--- src/hdl/cav_pkg.sv ---
// shared constants, types and helpers for the comb/allpass reverb
package cav_pkg;
  localparam int SAMPLE_RATE_DEF = 44100;
  localparam int SAMPLE_BITS_DEF = 16;
  localparam int BASE_RATE = 44100;
  localparam int GAIN_W = 17;
  localparam logic [16:0] ONE_Q16 = 17'd65536;

  localparam logic [1:0] REG_ROOM = 2'd0;
  localparam logic [1:0] REG_DAMP = 2'd1;
  localparam logic [1:0] REG_WET  = 2'd2;
  localparam logic [1:0] REG_ON   = 2'd3;

  localparam logic [2:0] OP_IDLE  = 3'd0;
  localparam logic [2:0] OP_LOAD  = 3'd1;
  localparam logic [2:0] OP_COMB  = 3'd2;
  localparam logic [2:0] OP_MEAN  = 3'd3;
  localparam logic [2:0] OP_AP    = 3'd4;
  localparam logic [2:0] OP_MIX   = 3'd5;
  localparam logic [2:0] OP_BYP   = 3'd6;

  typedef struct packed {
    logic [2:0] op;
    logic [3:0] line;
    logic [1:0] phase;
  } cav_cmd_t;

  typedef struct packed {
    logic effect_on;
  } cav_sts_t;

  function automatic int comb_base(input int k);
    case (k)
      0: comb_base = 1116;
      1: comb_base = 1188;
      2: comb_base = 1277;
      3: comb_base = 1356;
      4: comb_base = 1422;
      5: comb_base = 1491;
      6: comb_base = 1557;
      default: comb_base = 1617;
    endcase
  endfunction

  function automatic int ap_base(input int k);
    case (k)
      0: ap_base = 556;
      1: ap_base = 441;
      2: ap_base = 341;
      default: ap_base = 225;
    endcase
  endfunction

  function automatic int line_len(input int base, input int rate);
    longint l;
    l = (longint'(base) * rate) / BASE_RATE;
    line_len = (l == 0) ? 1 : int'(l);
  endfunction

  function automatic int clog2i(input int v);
    int r;
    r = 0;
    while ((1 << r) < v) r++;
    clog2i = (r == 0) ? 1 : r;
  endfunction
endpackage

--- src/hdl/cav_ctrl.sv ---
// sequencer that steps the datapath through one sample
module cav_ctrl import cav_pkg::*; (
  input  logic     clk,
  input  logic     rst_n,
  input  logic     in_valid,
  output logic     in_ready,
  output logic     out_valid,
  input  logic     out_ready,
  input  cav_sts_t sts,
  output cav_cmd_t cmd
);
  localparam logic [2:0] S_IDLE = 3'd0;
  localparam logic [2:0] S_COMB = 3'd1;
  localparam logic [2:0] S_MEAN = 3'd2;
  localparam logic [2:0] S_AP   = 3'd3;
  localparam logic [2:0] S_MIX  = 3'd4;
  localparam logic [2:0] S_OUT  = 3'd5;

  logic [2:0] state_r, state_nxt;
  logic [3:0] line_r, line_nxt;
  logic [1:0] phase_r, phase_nxt;

  assign in_ready  = (state_r == S_IDLE);
  assign out_valid = (state_r == S_OUT);

  always_comb begin
    state_nxt = state_r;
    line_nxt  = line_r;
    phase_nxt = phase_r;
    cmd.op    = OP_IDLE;
    cmd.line  = line_r;
    cmd.phase = phase_r;
    case (state_r)
      S_IDLE: begin
        if (in_valid) begin
          line_nxt  = '0;
          phase_nxt = '0;
          if (sts.effect_on) begin
            cmd.op = OP_LOAD;
            state_nxt = S_COMB;
          end else begin
            cmd.op = OP_BYP;
            state_nxt = S_OUT;
          end
        end
      end
      S_COMB: begin
        cmd.op = OP_COMB;
        phase_nxt = phase_r + 2'd1;
        if (phase_r == 2'd3) begin
          line_nxt = line_r + 4'd1;
          if (line_r == 4'd7) begin
            line_nxt = '0;
            state_nxt = S_MEAN;
          end
        end
      end
      S_MEAN: begin
        cmd.op = OP_MEAN;
        state_nxt = S_AP;
        phase_nxt = '0;
      end
      S_AP: begin
        cmd.op = OP_AP;
        phase_nxt = phase_r + 2'd1;
        if (phase_r == 2'd2) begin
          phase_nxt = '0;
          line_nxt = line_r + 4'd1;
          if (line_r == 4'd3) begin
            line_nxt = '0;
            state_nxt = S_MIX;
          end
        end
      end
      S_MIX: begin
        cmd.op = OP_MIX;
        phase_nxt = phase_r + 2'd1;
        if (phase_r == 2'd1) state_nxt = S_OUT;
      end
      S_OUT: begin
        if (out_ready) state_nxt = S_IDLE;
      end
      default: state_nxt = S_IDLE;
    endcase
  end

  always_ff @(posedge clk) begin
    if (!rst_n) begin
      state_r <= S_IDLE;
      line_r  <= '0;
      phase_r <= '0;
    end else begin
      state_r <= state_nxt;
      line_r  <= line_nxt;
      phase_r <= phase_nxt;
    end
  end

  a_out_hold: assert property (@(posedge clk) disable iff (!rst_n)
    out_valid && !out_ready |=> out_valid) else $error("beat dropped");
  a_excl: assert property (@(posedge clk) disable iff (!rst_n)
    !(in_ready && out_valid)) else $error("ready while holding result");
  a_seq: assert property (@(posedge clk) disable iff (!rst_n)
    (state_r == S_MEAN) |=> (state_r == S_AP)) else $error("bad sequence");
endmodule

--- config.mk ---
export PLATFORM = sky130hd
export DESIGN_NAME = cav_ctrl
export DESIGN_NICKNAME = d
export VERILOG_FILES = /design/src/hdl/cav_pkg.sv /design/src/hdl/cav_ctrl.sv
export SDC_FILE = /design/constraint.sdc
export NUM_CORES = 1
export LEC_CHECK = 0
export BUFFER_PORTS_ARGS = -buffer_cell sky130_fd_sc_hd__buf_2
export CORE_MARGIN = 2
export CORE_UTILIZATION = 30
export DETAILED_ROUTE_END_ITERATION = 8
export PLACE_DENSITY = 0.49
export SYNTH_ARGS = -nofsm -noshare
export SYNTH_HDL_FRONTEND = slang
export SYNTH_SLANG_ARGS = --single-unit
--- constraint.sdc ---
create_clock -name clk -period 3.65 [get_ports clk]
set_input_delay 0.1825 -clock clk [delete_from_list [all_inputs] [get_ports clk]]
set_output_delay 0.1825 -clock clk [all_outputs]
set_load 0.005 [all_outputs]
==> results.sh, run 1 <==
export IMPL_status="finished, final reports clean"
export IMPL_worstPathRequired_ns=3.81
export IMPL_ant_nets=0
export IMPL_cp_num_buf_inv=0
export IMPL_ys_seq_elements=9
export IMPL_synth_top_cell_area_share_pct=24.2
export IMPL_period_needed_ns=1.91
export IMPL_synth_edff_count=0
export IMPL_crit_path_start_kind="register"
export IMPL_gp_congestion=0.738
export IMPL_synthArstFlopShare_pct=0
export IMPL_hold_violations=0
export IMPL_leakage_nw=0.347
export IMPL_synth_area_per_cell_um2=8.11
export IMPL_crit_slowest_cell="dfxtp_1"
export IMPL_sw_frac_of_total_pct=43.7
export IMPL_cap_violations=0
export IMPL_hold_slack_ns=0.228
export IMPL_report_final_setup_viol=0
export IMPL_first_iter_violations=20
export IMPL_power_frac_clock_pct=13.5
export IMPL_grt_pass1_wl_um=2620
export IMPL_cp_slowest_stage_delay_ns=0.70
export IMPL_postCtsHoldBufs=0
export IMPL_switchingPower_mw=0.253
export IMPL_timing_worst_setup_path_type="reg2reg"
export IMPL_rows=18
export IMPL_crit_arrival_ns=2.07
export IMPL_drc_errors=0
export IMPL_hp_class="in2reg"
export IMPL_p_seq_share_pct=35.4
export IMPL_diodes=0
export IMPL_slew_violations=0
export IMPL_synthTopCellsByArea="dfxtp_1 24%, ha_1 8.4%, mux2i_1 5.4%, nand2_1 4.0%, buf_6 3.0%"
export IMPL_cts_tree="yes"
export IMPL_pwr_density_cell_mw_per_mm2=687
export IMPL_finalWorstSetupSlack_ns=1.74
export IMPL_grt_pass1_vias=565
export IMPL_root_buffer="clkbuf_4"
export IMPL_fin_area_um2=842
export IMPL_fin_tns_setup_ns=0
export IMPL_place_ws_ns=1.78
export IMPL_via_count=697
export IMPL_synth_nets=102
export IMPL_fin_nets=115
export IMPL_pin_count=16
export IMPL_netlist_instances=92
export IMPL_critPathTopFamily="compound AO/OA/AOI/OAI gates"
export IMPL_htree_levels=1
export IMPL_finalCritPeriodShare_pct=52.4
export IMPL_synth_seq_area_share_pct=24.2
export IMPL_dr_pass1_iters=4
export IMPL_ys_warn_count=0
export IMPL_combPwrFrac_pct=51.1
export IMPL_hpwl_um=1180
export IMPL_drive_gt1_share_pct=21.2
export IMPL_path_cells="mux2i_1 > a2bb2oi_1 > o311ai_0 > o41ai_1"
export IMPL_grt_usage_pct=12.7
export IMPL_post_cts_buffers=0
export IMPL_drt_wirelength_per_cell_um=12.2
export IMPL_clock_sinks=9
export IMPL_drt_wl_total_um=1640
export IMPL_p_int_mw=0.326
export IMPL_endpoint_kind="register"
export IMPL_cts_buffer_depth=2
export IMPL_vias_per_cell=5.20
export IMPL_yosys_area_top_type="dfxtp_1"
export IMPL_initial_core_util_pct=30.9
export IMPL_grt_overflow_total=0
export IMPL_max_slew_worst_pin_slew_ns=0.801
export IMPL_die_w_um=53.9
export IMPL_portBuffers=15
export IMPL_synth_most_common_cell="dfxtp_1"
export IMPL_irDropWorstVdd_v=0.000246
export IMPL_max_slew_margin_pct=46.5
export IMPL_syn_area_um2=746
export IMPL_synthToLayoutAreaGrowth_pct=12.9
export IMPL_r2r_slack_ns=1.74
export IMPL_coreArea_mm2=0.00241
export IMPL_crit_fanout=18
export IMPL_synthFlopType="dfxtp_1"
export IMPL_cts_buffers=3
export IMPL_synthTopCellsByCount="9 x dfxtp_1, 8 x nand2_1, 6 x nor2_1"
export IMPL_path_clk_slew_ns=0.07
export IMPL_ys_types=38
export IMPL_grt_max_degree=30
export IMPL_cts_repair_resized=0
export IMPL_clkLatencyLatePin_ns=0.26
export IMPL_antenna_found_initial=0
export IMPL_die_area_mm2=0.00290
export IMPL_place_area_um2=816
export IMPL_fillCellCount=263
export IMPL_rsz0062_at_grt="false"
export IMPL_die_y_um=53.9
export IMPL_max_freq_ghz=0.523
export IMPL_fin_skew_ns=0.00657
==> routing by layer <==
metal  wire length, um  global-route usage [%]
met1               803                    17.0
met2               762                    18.3
met3                64                    4.44
met4                10                    5.13
met5                 0                       0
==> sequential cells by signal, summed over array words and instances, names as in the netlist <==
register / flops
phase_r: 2
state_r: 3
line_r: 4
==> layout make-up <==
type                    instances  area [um2]  share of cell area [%]
well taps                      30        37.5                    4.46
repair buffers                 15        75.1                    8.92
multi-input cells              73         512                    60.8
clock buffers                   4        26.3                    3.12
flip-flops and latches          9         180                    21.4
inverters                       3        11.3                    1.34
==> cell usage in the layout (no fill, tap or decap), types with 3 or more instances in the layout <==
cell and count:
nand3b_1 3, nand3_1 3, clkbuf_4 3, dfxtp_1 9, mux2i_1 4, a21oi_1 4, nor2_1 6, buf_2 15
nand2b_1 3, ha_1 5, nand2_1 8, inv_1 3, nor3_1 3, o21ai_0 4
==> per-stage QoR <==
stage                     util [%]  instances  total power, mW
after floorplan                  -         92            0.438
final                         34.9        134            0.578
after CTS                     34.9        134            0.586
after detailed placement      33.9        130            0.504
after global placement        33.9        130            0.503
after global routing          34.9        134            0.635
==> power groups by stage <==
stage	Combinational, mW	Sequential [mW]	Clock (mW)
2_1_floorplan	0.298	0.139	0
3_3_place_gp	0.299	0.204	0
3_5_place_dp	0.297	0.207	0
4_1_cts	0.299	0.205	0.0821
5_1_grt	0.334	0.215	0.0860
6_report	0.296	0.204	0.0782
==> cell families after synthesis <==
group | count (synthesis) | share of synthesized area (%)
buffers and inverters | 10 | 7.21
AND/OR/NAND/NOR | 39 | 29.5
flip-flops | 9 | 24.2
adder cells (fa/ha/maj) | 5 | 8.39
XOR/XNOR | 2 | 2.35
AO/OA/AOI/OAI | 21 | 20.0
multiplexers | 6 | 8.39
==> final timing paths <==
| kind | startpoint | to | depth (start not counted) |
|---|---|---|---|
| worst min-delay path | rst_n | state_r[1] | 3 |
| worst max register to register | state_r[0] | line_r[2] | 4 |
| worst min register to register | line_r[1] | line_r[1] | 2 |
| worst max-delay path | state_r[0] | line_r[2] | 4 |
==> worst register-to-register path, stage by stage, from the launching register on <==
cell and delay [ns]:
dfxtp_1 0.70, mux2i_1 0.30, a2bb2oi_1 0.50, o311ai_0 0.21
o41ai_1 0.10
(Power assumes the default switching activity.)
==> inputs of run 2 (changes only) <==
==> constraint.sdc (replaced) <==
create_clock -name clk -period 1.8 [get_ports clk]
set_input_delay 0.09 -clock clk [delete_from_list [all_inputs] [get_ports clk]]
set_output_delay 0.09 -clock clk [all_outputs]
set_load 0.005 [all_outputs]
==> run 2 against run 1 <==
  * Worst hold slack worse by 0.096 ns
  * Cell area is 5.3% higher
  * Maximum frequency is 19% higher
  * Die area stayed put
  * Cell count is 4.5% higher
  * Clock skew is 0.0055 ns lower
  * Flip-flop and latch count stayed put
  * Register-to-register slack worse by 1.5 ns
  * Clock power is 110% higher
  * Global-route usage is 1.6 points higher
  * First-iteration DRC count is 110% higher
  * Critical path depth is 2 higher
==> results.sh, run 2 (synthesis gave the netlist of run 1 again) <==
export IMPL_status="finished, final reports clean"
export IMPL_regArea_um2=180
export IMPL_ant_nets=0
export IMPL_power_mw=1.26
export IMPL_crit_fanout=8
export IMPL_via_count=749
export IMPL_clock_sinks=9
export IMPL_cts_tree="yes"
export IMPL_place_area_um2=861
export IMPL_timing_worst_setup_path_type="reg2reg"
export IMPL_first_iter_violations=43
export IMPL_initial_core_util_pct=30.9
export IMPL_path_clk_slew_ns=0.06
export IMPL_cp_slowest_stage_delay_ns=0.42
export IMPL_multi_input_area_um2=512
export IMPL_fin_nets=121
export IMPL_rows=18
export IMPL_place_ws_ns=0.201
export IMPL_final_core_util_pct=36.8
export IMPL_rsz0062_at_grt="false"
export IMPL_drt_wirelength_per_cell_um=12.3
export IMPL_report_final_setup_viol=0
export IMPL_postCtsHoldBufs=0
export IMPL_irDropWorstVdd_v=0.000672
export IMPL_dr_wl_met2_um=795
export IMPL_pwr_density_cell_mw_per_mm2=1420
export IMPL_mostFrequentLayoutCells="15 x buf_2, 9 x dfxtp_1, 8 x nand2_1"
export IMPL_coreArea_mm2=0.00241
export IMPL_fin_skew_ns=0.00110
export IMPL_dr_pass1_iters=4
export IMPL_crit_path_start_kind="register"
export IMPL_slew_violations=0
export IMPL_post_cts_buffers=0
export IMPL_period_needed_ns=1.61
export IMPL_die_area_mm2=0.00290
export IMPL_die_w_um=53.9
export IMPL_cp_startpoint="phase_r[0]"
export IMPL_endpoint_kind="register"
export IMPL_drive_gt1_share_pct=25.5
export IMPL_synthToLayoutAreaGrowth_pct=19.0
export IMPL_fin_tns_setup_ns=0
export IMPL_max_freq_ghz=0.621
export IMPL_final_common_cell="buf_2"
export IMPL_die_y_um=53.9
export IMPL_r2r_start="phase_r[0]"
export IMPL_worstPathRequired_ns=2.00
export IMPL_hold_violations=0
export IMPL_largest_reg_flops=4
export IMPL_reg_largest_list="line_r x4, state_r x3, phase_r x2"
export IMPL_crit_arrival_ns=1.81
export IMPL_finalWorstSetupSlack_ns=0.189
export IMPL_dr_wl_met3_um=125
export IMPL_cts_buffer_depth=2
export IMPL_pin_count=16
export IMPL_hp_class="in2reg"
export IMPL_root_buffer="clkbuf_4"
export IMPL_place_inst=136
export IMPL_grt_overflow_total=0
export IMPL_gp_congestion=0.754
export IMPL_highest_layer="met4"
export IMPL_vias_per_cell=5.35
export IMPL_max_slew_worst_pin_slew_ns=0.317
export IMPL_hpwl_um=1310
export IMPL_hold_slack_ns=0.132
export IMPL_finalCritPeriodShare_pct=89.5
export IMPL_min_from="rst_n"
export IMPL_grt_pass1_wl_um=2970
export IMPL_drt_met1_wl_um=779
export IMPL_diodes=0
export IMPL_htree_levels=1
export IMPL_fillCellCount=248
export IMPL_leakage_nw=0.378
export IMPL_portBuffers=15
export IMPL_grt_pass1_vias=664
export IMPL_final_cells=140
export IMPL_top_register="line_r"
export IMPL_crit_slowest_cell="dfxtp_1"
export IMPL_path_cells="ha_1 > mux2i_1 > a2bb2oi_1 > buf_4 > or4_1 > a21oi_1"
export IMPL_grt_max_degree=29
export IMPL_clkLatencyLatePin_ns=0.27
export IMPL_grt_usage_pct=14.3
export IMPL_drc_errors=0
export IMPL_cts_repair_resized=0
export IMPL_drt_wl_total_um=1730
export IMPL_cts_buffers=3
export IMPL_cap_violations=0
export IMPL_antenna_found_initial=0
export IMPL_fin_area_um2=887
export IMPL_max_slew_margin_pct=78.7
run 2: changes by cell type in the layout (fill, tap and decap cells not counted), sizes merged:
cell	previous run	this run
buf	15	21
run 2: path summary, 6_finish.rpt:
path	cells past startpoint	slack, ns	end
worst max-delay path	6	0.19	line_r[0]
worst min-delay path	3	0.13	state_r[1]
worst max register to register	6	0.19	line_r[0]
worst min register to register	2	0.51	phase_r[1]
run 2: critical path, delay by kind of cell, from the launching register on:
family / cells / cell delay [ns]
adder cells (fa/ha/maj): 1 / 0.19
flip-flops: 1 / 0.42
buffers and inverters: 1 / 0.16
AO/OA/AOI/OAI: 2 / 0.30
multiplexers: 1 / 0.09
AND/OR/NAND/NOR: 1 / 0.40
run 2: metal layers:
layer | track usage [%] | vias up
met5 | 0 | -
met1 | 18.9 | 354
met4 | 3.85 | 0
met2 | 21.3 | 22
li1 | - | 369
met3 | 5.56 | 4
run 2: layout make-up:
type / count / area share [%]
clock buffer: 4 / 2.96
inverter: 3 / 1.27
multi-input combinational: 73 / 57.7
sequential: 9 / 20.3
tap: 30 / 4.23
timing repair buffer: 21 / 13.5
run 2: power breakdown:
part           internal (mW)  leakage, nW  total, mW  switching (mW)
logic                  0.386        0.290      0.787           0.401
registers              0.246       0.0732      0.304          0.0581
clock network         0.0859       0.0150      0.164          0.0786
total                  0.718        0.378       1.26           0.538
